<file path="src/rtl/cdb_pkg.sv">
// Shared command codes, printable character range and controller/datapath interface types.
`timescale 1ns / 1ps

package cdb_pkg;

  localparam logic [3:0] CMD_WRITE_CLAMP  = 4'd0;
  localparam logic [3:0] CMD_WRITE_SCROLL = 4'd1;
  localparam logic [3:0] CMD_CLEAR        = 4'd2;
  localparam logic [3:0] CMD_CLEAR_ROW    = 4'd3;
  localparam logic [3:0] CMD_UP           = 4'd4;
  localparam logic [3:0] CMD_DOWN         = 4'd5;
  localparam logic [3:0] CMD_LEFT         = 4'd6;
  localparam logic [3:0] CMD_RIGHT        = 4'd7;
  localparam logic [3:0] CMD_SET_POS      = 4'd8;
  localparam logic [3:0] CMD_READ         = 4'd9;

  localparam logic [7:0] CHAR_LOW  = 8'h20;
  localparam logic [7:0] CHAR_HIGH = 8'h7E;

  typedef struct packed {
    logic latch;
    logic exec;
    logic shift_step;
    logic shift_last;
    logic load;
  } cdb_cmd_t;

  typedef struct packed {
    logic scroll_shift;
    logic shift_end;
    logic out_free;
  } cdb_sts_t;

endpackage

</file>
<file path="src/rtl/char_display_buffer_controller.sv">
// Top level: character display buffer with cursor, stream in and stream out.
// Sequence: each command is accepted, executed and its result loaded into the output register;
//   a scroll-write at the last cell adds a shift walk over the display RAM, one cell per cycle.
// A new command is accepted only after the previous result has been loaded; a result held on
//   the output stalls the next accept.
// Reset: cursor and per-cell valid bits clear at once; no clearing pass.
`timescale 1ns / 1ps

module char_display_buffer_controller #(
  parameter int ROWS = 2,
  parameter int COLS = 20
) (
  input  logic        clk,
  input  logic        rst_n,
  input  logic        in_tvalid,
  output logic        in_tready,
  // [3:0] command, [11:4] data_byte, [13:12] target_row, [18:14] target_column
  input  logic [23:0] in_tdata,
  output logic        out_tvalid,
  input  logic        out_tready,
  // [0] ok, [1] cursor_row, [6:2] cursor_column, [14:7] read_data
  output logic [15:0] out_tdata
);

  cdb_pkg::cdb_cmd_t cmd;
  cdb_pkg::cdb_sts_t sts;

  cdb_ctrl u_ctrl (
    .clk       (clk),
    .rst_n     (rst_n),
    .in_tvalid (in_tvalid),
    .in_tready (in_tready),
    .sts       (sts),
    .cmd       (cmd)
  );

  cdb_datapath #(
    .ROWS (ROWS),
    .COLS (COLS)
  ) u_dp (
    .clk        (clk),
    .rst_n      (rst_n),
    .in_tdata   (in_tdata),
    .out_tvalid (out_tvalid),
    .out_tready (out_tready),
    .out_tdata  (out_tdata),
    .cmd        (cmd),
    .sts        (sts)
  );

endmodule

</file>
<file path="src/rtl/cdb_ram.sv">
// Generic single-write, single-read RAM with registered read data.
`timescale 1ns / 1ps

module cdb_ram #(
  parameter int WIDTH = 8,
  parameter int DEPTH = 40
) (
  input  logic                             clk,
  input  logic                             we,
  input  logic [$clog2(DEPTH > 1 ? DEPTH : 2)-1:0] waddr,
  input  logic [WIDTH-1:0]                 wdata,
  input  logic                             re,
  input  logic [$clog2(DEPTH > 1 ? DEPTH : 2)-1:0] raddr,
  output logic [WIDTH-1:0]                 rdata
);

  logic [WIDTH-1:0] mem [DEPTH];

  always_ff @(posedge clk) begin
    if (we) begin
      mem[waddr] <= wdata;
    end
    if (re) begin
      rdata <= mem[raddr];
    end
  end

endmodule

</file>
<file path="src/rtl/cdb_ctrl.sv">
// Command sequencer: accepts a transfer, runs it, hands the result to the output register.
`timescale 1ns / 1ps

module cdb_ctrl (
  input  logic              clk,
  input  logic              rst_n,
  input  logic              in_tvalid,
  output logic              in_tready,
  input  cdb_pkg::cdb_sts_t sts,
  output cdb_pkg::cdb_cmd_t cmd
);

  localparam logic [2:0] S_IDLE  = 3'd0;
  localparam logic [2:0] S_EXEC  = 3'd1;
  localparam logic [2:0] S_SHIFT = 3'd2;
  localparam logic [2:0] S_LAST  = 3'd3;
  localparam logic [2:0] S_DONE  = 3'd4;

  logic [2:0] state_r;
  logic [2:0] state_nxt;

  always_comb begin
    state_nxt = state_r;
    cmd       = '0;
    in_tready = 1'b0;
    unique case (state_r)
      S_IDLE: begin
        in_tready = 1'b1;
        if (in_tvalid) begin
          cmd.latch = 1'b1;
          state_nxt = S_EXEC;
        end
      end
      S_EXEC: begin
        cmd.exec  = 1'b1;
        state_nxt = sts.scroll_shift ? S_SHIFT : S_DONE;
      end
      S_SHIFT: begin
        cmd.shift_step = 1'b1;
        if (sts.shift_end) begin
          state_nxt = S_LAST;
        end
      end
      S_LAST: begin
        cmd.shift_last = 1'b1;
        state_nxt      = S_DONE;
      end
      S_DONE: begin
        if (sts.out_free) begin
          cmd.load  = 1'b1;
          state_nxt = S_IDLE;
        end
      end
      default: begin
        state_nxt = S_IDLE;
      end
    endcase
  end

  always_ff @(posedge clk) begin
    if (!rst_n) begin
      state_r <= S_IDLE;
    end else begin
      state_r <= state_nxt;
    end
  end

endmodule

</file>
<file path="src/rtl/cdb_datapath.sv">
// Cursor, cell valid bits, display RAM ports and the result register.
`timescale 1ns / 1ps

module cdb_datapath #(
  parameter int ROWS = 2,
  parameter int COLS = 20
) (
  input  logic              clk,
  input  logic              rst_n,
  input  logic [23:0]       in_tdata,
  output logic              out_tvalid,
  input  logic              out_tready,
  output logic [15:0]       out_tdata,
  input  cdb_pkg::cdb_cmd_t cmd,
  output cdb_pkg::cdb_sts_t sts
);

  localparam int CELLS = ROWS * COLS;
  localparam int AW    = $clog2(CELLS > 1 ? CELLS : 2);
  localparam int RW    = $clog2(ROWS > 1 ? ROWS : 2);
  localparam int CW    = $clog2(COLS > 1 ? COLS : 2);
  localparam logic [AW-1:0] LAST_ADDR = AW'(CELLS - 1);
  localparam logic [RW-1:0] LAST_ROW  = RW'(ROWS - 1);
  localparam logic [CW-1:0] LAST_COL  = CW'(COLS - 1);
  localparam logic [7:0]    COLS8     = 8'(COLS);

  logic [3:0]       op_r;
  logic [7:0]       byte_r;
  logic [1:0]       trow_r;
  logic [4:0]       tcol_r;
  logic [RW-1:0]    cur_row_r, cur_row_nxt;
  logic [CW-1:0]    cur_col_r, cur_col_nxt;
  logic [CELLS-1:0] vld_r, vld_nxt;
  logic [AW-1:0]    cnt_r, cnt_nxt;
  logic             ok_r, ok_nxt;
  logic             rvld_r;
  logic             out_tvalid_r;
  logic [15:0]      out_tdata_r;

  logic             we, re;
  logic [AW-1:0]    waddr, raddr;
  logic [7:0]       wdata, rdata, rd_masked, rd_result;
  logic [7:0]       taddr_w, caddr_w;
  logic             at_last, printable, trow_ok, tcol_ok;

  assign taddr_w   = {6'd0, trow_r} * COLS8 + {3'd0, tcol_r};
  assign caddr_w   = 8'(cur_row_r) * COLS8 + 8'(cur_col_r);
  assign at_last   = (cur_row_r == LAST_ROW) && (cur_col_r == LAST_COL);
  assign printable = (byte_r >= cdb_pkg::CHAR_LOW) && (byte_r <= cdb_pkg::CHAR_HIGH);
  assign trow_ok   = {1'b0, trow_r} < 3'(ROWS);
  assign tcol_ok   = {1'b0, tcol_r} < 6'(COLS);
  assign rd_masked = rvld_r ? rdata : 8'd0;

  assign sts.scroll_shift = (op_r == cdb_pkg::CMD_WRITE_SCROLL) && at_last;
  assign sts.shift_end    = cnt_r == LAST_ADDR;
  assign sts.out_free     = !out_tvalid_r || out_tready;

  always_comb begin
    cur_row_nxt = cur_row_r;
    cur_col_nxt = cur_col_r;
    vld_nxt     = vld_r;
    cnt_nxt     = cnt_r;
    ok_nxt      = ok_r;
    we          = 1'b0;
    waddr       = caddr_w[AW-1:0];
    wdata       = byte_r;
    re          = 1'b0;
    raddr       = taddr_w[AW-1:0];

    if (cmd.exec) begin
      ok_nxt  = 1'b1;
      cnt_nxt = '0;
      unique case (op_r)
        cdb_pkg::CMD_WRITE_CLAMP, cdb_pkg::CMD_WRITE_SCROLL: begin
          if (op_r == cdb_pkg::CMD_WRITE_SCROLL || printable) begin
            if (!(op_r == cdb_pkg::CMD_WRITE_SCROLL && at_last)) begin
              we = 1'b1;
            end
            if (!at_last) begin
              if (cur_col_r != LAST_COL) begin
                cur_col_nxt = cur_col_r + 1'b1;
              end else begin
                if (cur_row_r != LAST_ROW) begin
                  cur_row_nxt = cur_row_r + 1'b1;
                end
                cur_col_nxt = '0;
              end
            end
          end
        end
        cdb_pkg::CMD_CLEAR: begin
          vld_nxt     = '0;
          cur_row_nxt = '0;
          cur_col_nxt = '0;
        end
        cdb_pkg::CMD_CLEAR_ROW: begin
          for (int r = 0; r < ROWS; r++) begin
            for (int j = 0; j < COLS; j++) begin
              if (cur_row_r == RW'(r)) begin
                vld_nxt[r*COLS+j] = 1'b0;
              end
            end
          end
          cur_col_nxt = '0;
        end
        cdb_pkg::CMD_UP: begin
          if (cur_row_r != '0) cur_row_nxt = cur_row_r - 1'b1;
          else ok_nxt = 1'b0;
        end
        cdb_pkg::CMD_DOWN: begin
          if (cur_row_r != LAST_ROW) cur_row_nxt = cur_row_r + 1'b1;
          else ok_nxt = 1'b0;
        end
        cdb_pkg::CMD_LEFT: begin
          if (cur_col_r != '0) cur_col_nxt = cur_col_r - 1'b1;
          else ok_nxt = 1'b0;
        end
        cdb_pkg::CMD_RIGHT: begin
          if (cur_col_r != LAST_COL) cur_col_nxt = cur_col_r + 1'b1;
          else ok_nxt = 1'b0;
        end
        cdb_pkg::CMD_SET_POS: begin
          if (!trow_ok) begin
            ok_nxt = 1'b0;
          end else begin
            cur_row_nxt = trow_r[RW-1:0];
            if (tcol_ok) cur_col_nxt = tcol_r[CW-1:0];
            else ok_nxt = 1'b0;
          end
        end
        cdb_pkg::CMD_READ: begin
          if (trow_ok && tcol_ok) re = 1'b1;
          else ok_nxt = 1'b0;
        end
        default: begin
          ok_nxt = 1'b0;
        end
      endcase
    end

    // shift walk: read cell c+1 while writing cell c-1 with the previous read
    if (cmd.shift_step) begin
      cnt_nxt = cnt_r + 1'b1;
      if (cnt_r != LAST_ADDR) begin
        re    = 1'b1;
        raddr = cnt_r + 1'b1;
      end
      if (cnt_r != '0) begin
        we    = 1'b1;
        waddr = cnt_r - 1'b1;
        wdata = rd_masked;
      end
    end

    if (cmd.shift_last) begin
      we    = 1'b1;
      waddr = LAST_ADDR;
      wdata = byte_r;
    end

    if (we) begin
      vld_nxt[waddr] = 1'b1;
    end
  end

  cdb_ram #(
    .WIDTH (8),
    .DEPTH (CELLS)
  ) u_ram (
    .clk   (clk),
    .we    (we),
    .waddr (waddr),
    .wdata (wdata),
    .re    (re),
    .raddr (raddr),
    .rdata (rdata)
  );

  assign rd_result = (op_r == cdb_pkg::CMD_READ && ok_r) ? rd_masked : 8'd0;

  always_ff @(posedge clk) begin
    if (!rst_n) begin
      cur_row_r    <= '0;
      cur_col_r    <= '0;
      vld_r        <= '0;
      out_tvalid_r <= 1'b0;
    end else begin
      cur_row_r <= cur_row_nxt;
      cur_col_r <= cur_col_nxt;
      vld_r     <= vld_nxt;
      if (cmd.load) begin
        out_tvalid_r <= 1'b1;
      end else if (out_tready) begin
        out_tvalid_r <= 1'b0;
      end
    end
  end

  always_ff @(posedge clk) begin
    if (cmd.latch) begin
      op_r   <= in_tdata[3:0];
      byte_r <= in_tdata[11:4];
      trow_r <= in_tdata[13:12];
      tcol_r <= in_tdata[18:14];
    end
    cnt_r <= cnt_nxt;
    ok_r  <= ok_nxt;
    if (re) begin
      rvld_r <= vld_r[raddr];
    end
    if (cmd.load) begin
      out_tdata_r <= {1'b0, rd_result, 5'(cur_col_r), cur_row_r[0], ok_r};
    end
  end

  assign out_tvalid = out_tvalid_r;
  assign out_tdata  = out_tdata_r;

endmodule
</file>
<file path="config.mk">
export PLATFORM = sky130hd
export DESIGN_NAME = char_display_buffer_controller
export DESIGN_NICKNAME = d
export VERILOG_FILES = /design/src/rtl/cdb_pkg.sv /design/src/rtl/char_display_buffer_controller.sv /design/src/rtl/cdb_ram.sv /design/src/rtl/cdb_ctrl.sv /design/src/rtl/cdb_datapath.sv
export SDC_FILE = /design/constraint.sdc
export NUM_CORES = 1
export LEC_CHECK = 0
export BUFFER_PORTS_ARGS = -buffer_cell sky130_fd_sc_hd__buf_2
export CORE_UTILIZATION = 40
export CTS_BUF_LIST = sky130_fd_sc_hd__clkbuf_8
export DETAILED_ROUTE_END_ITERATION = 6
export SKIP_CTS_REPAIR_TIMING = 1
export SYNTH_ARGS = -nofsm -noshare
export SYNTH_HDL_FRONTEND = slang
export SYNTH_HIERARCHICAL = 1
export SYNTH_SLANG_ARGS = --single-unit
export TNS_END_PERCENT = 20
</file>
<file path="constraint.sdc">
create_clock -name clk -period 5.11 [get_ports clk]
set_input_delay 0.511 -clock clk [delete_from_list [all_inputs] [get_ports clk]]
set_output_delay 0.511 -clock clk [all_outputs]
set_load 0.01 [all_outputs]
</file>
# Word level (Yosys, flattened, before mapping)

Memory sizes are Yosys's and may differ from the RTL's. A register that Yosys moved wholly into a read port is not among the register bits.
Index checks and enable logic that the tools add are counted.

Reductions and logical operators: 23
Add/sub/neg operators: 8
Shift-type cells: 0
Bitwise gates (word level): 1
Equal/unequal tests: 27
Divide/modulo/power cells: 0
Muxes and demuxes: 109
Multipliers: 2
Magnitude comparators: 7

Operators by type and width:

| kind                                                                     | count |
|---|---|
| 40-bit 2-to-1 mux                                                        | 2 |
| 40-bit one-hot mux with 2 select lines                                   | 1 |
| 1-bit 2-to-1 mux                                                         | 78 |
| 6-bit 2-to-1 mux                                                         | 7 |
| 40-bit bitwise OR                                                        | 1 |
| 5-bit 2-to-1 mux                                                         | 7 |
| 8-bit 2-to-1 mux                                                         | 4 |
| 5-bit one-hot mux with 5 select lines                                    | 1 |
| 4-bit by 3-bit == test with 1-bit output (second input constant)         | 4 |
| 3-bit one-hot mux with 5 select lines                                    | 1 |
| 5-bit nonzero test                                                       | 3 |
| 6-bit by 7-bit < comparator with 1-bit output (second input constant)    | 2 |
| 6-bit by 5-bit adder with 6-bit output                                   | 2 |
| 3-bit 2-to-1 mux                                                         | 4 |
| 2-bit by 1-bit inequality test with 1-bit output (second input constant) | 5 |
| 2-bit inequality test (second input constant)                            | 5 |
| 4-bit by 2-bit == test with 1-bit output (second input constant)         | 2 |
| 4-bit == test (second input constant)                                    | 2 |
| 8-bit by 6-bit >= comparator with 1-bit output (second input constant)   | 1 |
| 8-bit by 7-bit <= comparator with 1-bit output (second input constant)   | 1 |
| 8-bit AND reduction                                                      | 1 |
| 1-bit one-hot mux with 7 select lines                                    | 1 |
| 6-bit by 1-bit adder with 6-bit output (second input constant)           | 1 |
| 1-bit binary-select mux with 6-bit select                                | 1 |
| other kinds (31)                                                         | 40 |

Memories: 1
Register bits: 92
Bits in latches: 0
ROM bits: 0
Logic and storage cells: 192
Memory bits (writable): 320
Bits of input ports: 28

Memory list:

| memory         | depth | bits a word | read ports | clocked after memory_dff | write ports | RTL line      | source |
|---|---|---|---|---|---|---|---|
| u_dp.u_ram.mem | 40    | 8           | 1          | 1                        | 1           | cdb_ram.sv:17 | `logic [WIDTH-1:0] mem [DEPTH];` |

# Longest topological paths before layout

Gate-level depths: netlist (run 1).

Word-level depth: 12
Gate-level depth with buffers: 14
Gate-level depth less buffers: 11

# Modules after synthesis

Netlist (run 1), hierarchy kept.

Modules (own cells, without submodules):

| module       | area each (µm²) | cells each | instances |
|---|---|---|---|
| cdb_ram      | 13070.0         | 696        | 1 |
| cdb_datapath | 5041.1          | 532        | 1 |
| cdb_ctrl     | 219.0           | 29         | 1 |

# Worst setup path after synthesis (run 1)

Ideal clock, no wire load.

Kind: register to register
Start point: reg u_dp.cnt_r[0]
End point: mem u_dp.u_ram.mem[0][6] (data pin)
Slack: 1.244 ns
Arrival time: 3.350 ns
Stages on the path, launching flop included: 9
Clock period less this slack: 3.866 ns
Setup time: 0.516 ns
Cells stage by stage: edfxtp_1 -> buf_2 -> inv_1 -> ha_1 -> nor4b_2 -> a21oi_2 -> nand2_1 -> clkbuf_1 -> o21ai_0

Cells in the longest elaborated chain, start to end: 4

RTL lines:

| item                    | RTL line            | source |
|---|---|---|
| from (decl)             | cdb_datapath.sv:34  | `logic [AW-1:0] cnt_r, cnt_nxt;` |
| from (signal assigned)  | cdb_datapath.sv:206 | `cnt_r <= cnt_nxt;` |
| 6-bit nonzero test      | cdb_datapath.sv:148 | `if (cnt_r != '0) begin` |
| 8-bit 2-to-1 mux        | cdb_datapath.sv:148 |  |
| 8-bit 2-to-1 mux        | cdb_datapath.sv:142 | `if (cmd.shift_step) begin` |
| 8-bit 2-to-1 mux        | cdb_datapath.sv:155 | `if (cmd.shift_last) begin` |
| named net u_dp.wdata[6] | cdb_datapath.sv:42  | `logic [7:0] wdata, rdata, rd_masked, rd_result;` |
| to (decl)               | cdb_ram.sv:17       |  |

The timed path passes the listed nets, and every way through them passes these cells.

# Worst setup path in the final report (run 1)

Start point: reg u_dp.cnt_r[0]
End point: reg u_dp.u_ram.rdata[7] (read register of u_dp.u_ram.mem) (data pin)

Cells in the longest elaborated chain, start to end: 3

RTL lines:

| item                                                                            | RTL line                                 | source |
|---|---|---|
| 6-bit by 1-bit adder with 6-bit output or 6-bit inequality test (tied branches) | cdb_datapath.sv:146, cdb_datapath.sv:144 |  |
| 6-bit 2-to-1 mux (*)                                                            | cdb_datapath.sv:144                      | `if (cnt_r != LAST_ADDR) begin` |
| 6-bit 2-to-1 mux (*)                                                            | cdb_datapath.sv:142                      |  |
| named net u_dp.raddr[1]                                                         | cdb_datapath.sv:41                       | `logic [AW-1:0] waddr, raddr;` |
| to (decl)                                                                       | cdb_ram.sv:14                            | `output logic [WIDTH-1:0] rdata` |

The timed path passes the listed nets; every way through them passes the cells marked *.
A chain may end at the register's enable or synchronous reset.

==> flow_summary.yaml, run 1 <==
synth:
  ys_dominant_reg_cell: "edfxtp_1"
  synthDistinctLibCells: 91
  ys_warn_count: 6
  post_synth_instance_area_um2: 18300
  yosysSeqAreaShare_pct: 66.1
  synth_enable_flop_cells: 370
  fraction_of_synthesis_flops_using_an_asynchronous_set_or_reset_pin_pct: 0
  synth_nets: 1297
  syn_area_per_cell_um2: 14.6
  syn_inst: 1257
  postSynthRegisterBits: 420
sta:
  final.setup.tns_ps: 0
  finalCritPeriodShare_pct: 82.2
  timing.final.max_slew_violations: 0
  grt_setup_unrepaired: "false"
  timing.final.setup_violations: 0
  hold_viol: 0
  setup_ws_ps: 910
  max-slew-margin-rel_pct: 16.9
  fin_worst_skew_ps: 21.9
  worst_pin_slew_ps: 1240
  max_freq_mhz: 238
  period_minus_slack_ps: 4200
  holdWs_ps: 63.5
detailed_routing:
  drt_wl_cell_um: 20.9
  count_of_vias_placed_by_the_detailed_router: 10847
  wirelength_um: 41200
  vias_per_cell: 5.50
  post-route-drc-count: 0
  ant_nets: 0
  dr.first_iter.drc_count: 992
  drt-pass1-iter-count: 6
clocking:
  clock_path_buffers: 3
  cts-root-buf: "clkbuf_8"
  clkSinkCount: 420
  htree_levels: 3
  tritoncts: "yes"
  clock_latency_of_the_later_clocked_register_in_the_worst_skew_pair_ps: 620
  clk_pin_slew_ps: 60
  tritoncts.num_buffers: 71
worst_hold_path:
  holdCritPathClass: "input pin to flip-flop"
run:
  max_cap_viol_count: 0
worst_setup_path:
  timing.critical_path.cells: "ha_1, nand3_1, o21ai_2, and2_4, inv_1, nor2_2, buf_4, a221oi_1, o22ai_1, o41ai_2"
  crit_required_ps: 5450
  path_delay_family: "simple AND/OR/NAND/NOR gates"
  critPathBufInv: 2
  arrival_ps: 4540
  crit_fanout: 21
  critical-path-slowest-cell: "nor2_2"
  critical_path.endpoint_type: "flip-flop"
  timing.critical_path.slowest_cell_delay_ps: 870
  crit_type: "flip-flop to flip-flop"
  crit_path_start_kind: "flip-flop"
final_layout:
  post_route_cells_drive_above_1_share_pct: 18.0
  filler_cell_count: 4065
  multi_input_area_um2: 5760
  commonest_non_fill_non_tap_cell_in_the_layout: "edfxtp_1"
  post_layout_nonfiller_instances: 1973
  layout-area-overhead-vs-synth_pct: 11.2
  ff_latch_area_um2: 12100
  final_util_pct: 45.0
  most-common-layout-cells: "370 x edfxtp_1, 149 x mux2i_1, 123 x nor2_1"
  nets: 1363
global_routing:
  grt-ovfl-total: 0
  grt_pass1_wl_um: 62700
  first_global_vias: 10488
  grt_use_total_pct: 17.8
  grt_max_degree: 67
  grt_antenna_before_repair: 0
placed_design:
  place.detailed.hpwl_um: 26500
  port_buffers: 39
  place_congestion: 0.857
  post-place-ws_ps: 959
  dpl.cell_count: 1850
pwr:
  vdd_drop_max_uv: 251
  total_leakage_power_nw: 7.08
  cellPowerDensity_nw_per_um2: 358
die:
  pin_count: 46
  initial_util_pct: 40.5
  die_width_um: 216
  core_region_area_um2: 45300
  die_area_um2: 46700
  die_height_um: 216
  placement_rows: 78
run_status:
  run_status: "completed"
-- worst reg2reg max path: stages (launching register included) --
cell      delay, ps
edfxtp_1        650
ha_1            360
nand3_1         270
o21ai_2         320
and2_4          270
inv_1           210
nor2_2          870
buf_4           300
a221oi_1        130
o22ai_1         390
o41ai_2         150
-- cells by family (layout without fill, tap and decap cells) --
kind of cell,count (synthesis),after routing,share of synthesized area (%)
adder cells (fa/ha/maj),12,12,0.860
buffers and inverters,98,213,3.08
multiplexers,177,177,10.9
AND/OR/NAND/NOR,296,296,7.82
flip-flops,420,420,66.1
XOR/XNOR,13,13,0.621
AO/OA/AOI/OAI,240,240,10.6
other,1,2,0.0205
-- synth_stat cells, drive strengths merged, types with 8 or more instances --
cell type,instances,area share [%]
a21oi,33,0.98
a221oi,19,1.3
a22o,16,0.76
a22oi,73,3.0
and2,10,0.35
buf,47,2.0
clkbuf,24,0.50
dfxtp,50,5.5
edfxtp,370,61
ha,11,0.75
inv,26,0.53
mux2,11,0.70
mux2i,150,8.3
mux4,16,2.0
nand2,70,1.4
nand2b,9,0.31
nand3,16,0.44
nor2,128,2.7
nor2b,10,0.34
nor3,18,0.73
o21ai,25,0.72
o22ai,13,0.44
o41ai,9,0.76
xnor2,8,0.38
-- routing by layer --
| layer | routed length [um] | vias to the layer above | GRT usage, % |
|---|---|---|---|
| li1 | - | 5027 | - |
| met1 | 18600 | 5432 | 24.2 |
| met2 | 19800 | 311 | 28.4 |
| met3 | 1980 | 77 | 3.21 |
| met4 | 906 | 0 | 6.50 |
| met5 | 0 | - | 0 |
-- cell type report --
class	count	area share, %
Sequential cell	420	59.4
Multi-Input combinational cell	739	28.3
Clock buffer	74	4.99
Tap cell	600	3.68
Timing Repair Buffer	64	1.94
Clock inverter	48	1.19
Inverter	27	0.534
Antenna cell	1	0.0123
-- where the power goes --
part           internal [W]  switching [W]
Combinational      0.000274       0.000494
Sequential          0.00380      0.0000425
Clock               0.00139        0.00130
Total               0.00547        0.00184
-- flip-flops by register name (all words and copies together), names as in the netlist --
name,flops
u_dp/ok_r,1
u_dp/tcol_r,5
u_dp/u_ram/rdata,8
u_dp/cnt_r,6
u_dp/u_ram/mem,320
u_dp/out_tdata,15
u_dp/rvld_r,1
u_dp/trow_r,2
u_dp/op_r,4
u_dp/vld_r,40
u_ctrl/state_r,3
u_dp/byte_r,8
u_dp/out_tvalid,1
u_dp/cur_col_r,5
u_dp/cur_row_r,1
-- stage by stage --
step | instance area (um2) | total power [W]
final | 20400 | 0.00731
after global routing | 20400 | 0.00758
after CTS | 20400 | 0.00740
after detailed placement | 19100 | 0.00468
after global placement | 19100 | 0.00467
after floorplan | 18300 | 0.00444
-- path summary, 6_finish.rpt --
kind / startpoint / to / slack (ps) / cells past startpoint
hold reg to reg: u_dp/ok_r / u_dp/out_tdata[0] / 490 / 0
setup / recovery: u_dp/cnt_r[0] / u_dp/u_ram/rdata[7] / 910 / 10
hold / removal: in_tdata[14] / u_dp/tcol_r[0] / 60 / 1
setup reg to reg: u_dp/cnt_r[0] / u_dp/u_ram/rdata[7] / 910 / 10
Power figures use the tool's default switching activity.
==> inputs of run 2 (changes only) <==
==> constraint.sdc (replaced) <==
create_clock -name clk -period 3.9 [get_ports clk]
set_input_delay 0.39 -clock clk [delete_from_list [all_inputs] [get_ports clk]]
set_output_delay 0.39 -clock clk [all_outputs]
set_load 0.01 [all_outputs]
==> run 2 against run 1 <==
Setup slack lost 640 ps; first-iteration DRC count shrank 15%; clock-buffer cell count shrank 1; register-to-register slack lost 640 ps; clock skew grew 11 ps.
==> flow_summary.yaml, run 2 (synthesis results as in run 1) <==
run_status:
  run_status: "completed"
detailed_routing:
  vias_per_cell: 5.42
  post-route-drc-count: 0
  drt_wl_cell_um: 20.5
  dr.first_iter.drc_count: 848
  wirelength_um: 42400
  count_of_vias_placed_by_the_detailed_router: 11177
  drt-pass1-iter-count: 6
  ant_nets: 0
global_routing:
  grt_pass1_wl_um: 65100
  grt_max_degree: 41
  global_route.usage.met2_pct: 29.3
  first_global_vias: 11027
  gr-max-usage-layer: "met2"
  grt_util_met3_pct: 3.33
  grt_use_total_pct: 18.2
  grt_antenna_before_repair: 0
  grt-ovfl-total: 0
  met1_usage_pct: 25.1
sta:
  max_freq_mhz: 276
  holdWs_ps: 63.4
  final.setup.tns_ps: 0
  period_minus_slack_ps: 3630
  worst_pin_slew_ps: 1060
  grt_setup_unrepaired: "false"
  hold_viol: 0
  timing.final.setup_violations: 0
  timing.final.max_slew_violations: 0
  fin_worst_skew_ps: 33.2
  max-slew-margin-rel_pct: 29.1
  finalCritPeriodShare_pct: 93.0
run:
  max_cap_viol_count: 0
worst_hold_path:
  holdCritPathClass: "input pin to flip-flop"
  min_from: "rst_n"
clocking:
  clock_path_buffers: 3
  clock_latency_of_the_later_clocked_register_in_the_worst_skew_pair_ps: 610
  tritoncts: "yes"
  htree_levels: 3
  cts-root-buf: "clkbuf_8"
  clkSinkCount: 420
  clk_pin_slew_ps: 60
  tritoncts.num_buffers: 71
worst_setup_path:
  crit_type: "flip-flop to flip-flop"
  crit_top_cell: "buf_4"
  crit_fanout: 33
  crit_required_ps: 4310
  timing.critical_path.cells: "nor3_2, buf_4, and2b_1, a21boi_2, nor2_2, inv_8, buf_4, mux2i_1, a221oi_1, o22ai_1, o41ai_2"
  path_delay_family: "compound AO/OA/AOI/OAI gates"
  critical_path.endpoint_type: "flip-flop"
  timing.critical_path.slowest_cell_delay_ps: 500
  arrival_ps: 4040
  critPathBufInv: 3
  r2r_start: "u_ctrl/state_r[2]"
  startpoint_of_the_most_critical_setup_path: "u_ctrl/state_r[2]"
  crit_path_start_kind: "flip-flop"
  critical-path-slowest-cell: "a221oi_1"
final_layout:
  post_layout_nonfiller_instances: 2063
  post_route_cells_drive_above_1_share_pct: 21.8
  layout-area-overhead-vs-synth_pct: 15.5
  max_ffs_per_register: 320
  nets: 1448
  most-common-layout-cells: "370 x edfxtp_1, 149 x mux2i_1, 123 x nor2_1"
  commonest_non_fill_non_tap_cell_in_the_layout: "edfxtp_1"
  max_flop_register: "u_dp/u_ram/mem"
  diodes: 0
  postLayoutCellArea_um2: 21200
die:
  die_width_um: 216
  initial_util_pct: 40.5
  die_height_um: 216
  pin_count: 46
  placement_rows: 78
  die_area_um2: 46700
  core_region_area_um2: 45300
pwr:
  cell_internal_pwr_w: 0.00732
  power.share.sequential_pct: 51.5
  power.switching_w: 0.00242
  sw_frac_of_total_pct: 24.8
  vdd_drop_max_uv: 296
  total_leakage_power_nw: 7.51
  cellPowerDensity_nw_per_um2: 460
  power_w: 0.00974
  share_clk_of_total_power_pct: 37.6
  pwr-share-comb_pct: 10.8
placed_design:
  dpl_cell_area_um2: 19700
  dpl.cell_count: 1916
  place_congestion: 0.845
  place.detailed.hpwl_um: 28100
  port_buffers: 39
-- run 2: area by class of cell --
type	instances	area (um2)
clock buffer	73	1000
clock inverter	55	317
fill	4008	24100
inverter	27	109
multi-input combinational	739	5760
sequential	420	12100
tap	600	751
timing repair buffer	149	1120
-- run 2: layer usage --
metal	vias up	wire, um
li1	5196	-
met3	72	2370
met1	5574	18800
met2	335	20300
met4	0	822
met5	-	0
-- run 2: worst paths after layout --
path	to	slack, ps	cells past startpoint
worst min register to register	u_dp/out_tdata[0]	480	0
worst max register to register	u_dp/u_ram/rdata[2]	270	11
worst max-delay path	u_dp/u_ram/rdata[2]	270	11
worst min-delay path	u_ctrl/state_r[2]	60	2
-- run 2: through the flow --
stage	setup WS, ps	util [%]
finish	272	46.8
global route	20.8	46.8
CTS	200	46.3
detailed placement	237	43.4
global placement	272	43.4
floorplan	33.8	-
-- run 2: power by group through the flow --
stage	Clock [W]	Combinational, W	Sequential (W)
after floorplan	0	0.000717	0.00510
after global placement	0	0.00103	0.00511
after detailed placement	0	0.00104	0.00511
after CTS	0.00376	0.00104	0.00502
after global routing	0.00396	0.00113	0.00502
final	0.00367	0.00105	0.00502
==> inputs of run 3 (changes only) <==
--- a/config.mk
+++ b/config.mk
@@ -9,6 +9,7 @@
 export CORE_UTILIZATION = 40
 export CTS_BUF_LIST = sky130_fd_sc_hd__clkbuf_8
 export DETAILED_ROUTE_END_ITERATION = 6
+export PLACE_DENSITY = 0.63
 export SKIP_CTS_REPAIR_TIMING = 1
 export SYNTH_ARGS = -nofsm -noshare
 export SYNTH_HDL_FRONTEND = slang
==> run 3 against run 2 <==
Cell count is 0.68% lower; maximum frequency is 1.4% higher; critical path depth is 1 higher; first-iteration DRC count is 21% higher; clock-buffer cell count is 2 lower; register-to-register slack better by 50 ps; design area is 0.44% lower; non-clock buffer count is 6 lower; via count is 1.2% higher; hold slack worse by 40 ps; utilization is 0.21 points lower.
==> flow_summary.yaml, run 3 (synthesis results as in run 1) <==
worst_setup_path:
  crit_type: "flip-flop to flip-flop"
  arrival_ps: 4010
  critical_path.endpoint_type: "flip-flop"
  crit_fanout: 32
  crit_required_ps: 4340
  crit_path_start_kind: "flip-flop"
detailed_routing:
  count_of_vias_placed_by_the_detailed_router: 11311
  dr.first_iter.drc_count: 1025
  drt_wl_cell_um: 21.1
  post-route-drc-count: 0
  drt-pass1-iter-count: 6
  ant_nets: 0
  vias_per_cell: 5.52
  wirelength_um: 43300
final_layout:
  max_ffs_per_register: 320
  final_util_pct: 46.6
  diodes: 0
  nets: 1439
  filler_cell_count: 3989
  most-common-layout-cells: "370 x edfxtp_1, 149 x mux2i_1, 123 x nor2_1"
  commonest_non_fill_non_tap_cell_in_the_layout: "edfxtp_1"
  post_route_cells_drive_above_1_share_pct: 21.3
  layout-area-overhead-vs-synth_pct: 15.0
  post_layout_nonfiller_instances: 2049
  max_flop_register: "u_dp/u_ram/mem"
sta:
  grt_setup_unrepaired: "false"
  hold_viol: 0
  worst_pin_slew_ps: 1260
  fin_worst_skew_ps: 43.2
  finalCritPeriodShare_pct: 91.7
  timing.final.setup_violations: 0
  period_minus_slack_ps: 3580
  max_freq_mhz: 280
  setup_ws_ps: 323
  max-slew-margin-rel_pct: 15.4
  final.setup.tns_ps: 0
  timing.final.max_slew_violations: 0
clocking:
  clk_pin_slew_ps: 70
  clock_path_buffers: 3
  htree_levels: 3
  tritoncts.num_buffers: 68
  cts-root-buf: "clkbuf_8"
  tritoncts: "yes"
  clkSinkCount: 420
  clock_latency_of_the_later_clocked_register_in_the_worst_skew_pair_ps: 640
die:
  placement_rows: 78
  initial_util_pct: 40.5
  die_width_um: 216
  die_height_um: 216
  pin_count: 46
  die_area_um2: 46700
  core_region_area_um2: 45300
pwr:
  vdd_drop_max_uv: 254
  cellPowerDensity_nw_per_um2: 456
  total_leakage_power_nw: 7.44
run:
  max_cap_viol_count: 0
run_status:
  run_status: "completed"
placed_design:
  post-place-ws_ps: 357
  place_congestion: 0.858
  place.detailed.hpwl_um: 28100
  port_buffers: 39
  dpl.cell_count: 1910
global_routing:
  first_global_vias: 11127
  grt-ovfl-total: 0
  grt_max_degree: 41
  grt_use_total_pct: 18.5
  grt_pass1_wl_um: 65300
  grt_antenna_before_repair: 0
worst_hold_path:
  holdCritPathClass: "input pin to flip-flop"
## run 3: area by class of cell
type	instances	area [um2]	area share, %
sequential	420	12100	57.5
multi-input combinational	739	5750	27.3
timing repair buffer	143	1110	5.27
clock buffer	71	977	4.64
tap	600	751	3.56
clock inverter	49	267	1.26
inverter	27	109	0.516
## run 3: per-stage QoR
step / area (um2) / hold slack (ps) / total power [W]
floorplan: 18300 / 426 / 0.00582
global placement: 19600 / 489 / 0.00615
detailed placement: 19600 / 496 / 0.00617
CTS: 20900 / -118 / 0.00969
global route: 21100 / 10.5 / 0.00997
finish: 21100 / 23.6 / 0.00961
## run 3: where the power goes
group          switching [W]  internal (W)  total (W)
logic               0.000672      0.000405    0.00108
clock network        0.00169       0.00182    0.00352
registers          0.0000433       0.00498    0.00502
## run 3: final timing paths
path	start	endpoint	slack [ps]	cells after the start
max	u_ctrl/state_r[2]	u_dp/u_ram/rdata[0]	320	12
min	rst_n	u_ctrl/state_r[2]	20	2
max reg2reg	u_ctrl/state_r[2]	u_dp/u_ram/rdata[0]	320	12
min reg2reg	u_dp/ok_r	u_dp/out_tdata[0]	480	0
## run 3: routing by layer
metal  global-route usage [%]  vias up  share of wire, %
met2                     29.7      356                49
met1                     24.8     5701                43
met4                     6.81        0               2.4
met3                     3.58       73               5.7
li1                         -     5181                 -
met5                        0        -                 0
## run 3: worst max-delay path: stages, from the launching register on
cell       delay, ps
dfxtp_1          400
nor3_2           190
buf_4            250
inv_1            160
o2bb2ai_1        230
nor2_2           260
inv_1            280
and2_1           270
buf_12           180
a22o_1           210
a221oi_1         400
o22ai_1          190
o41ai_2          330
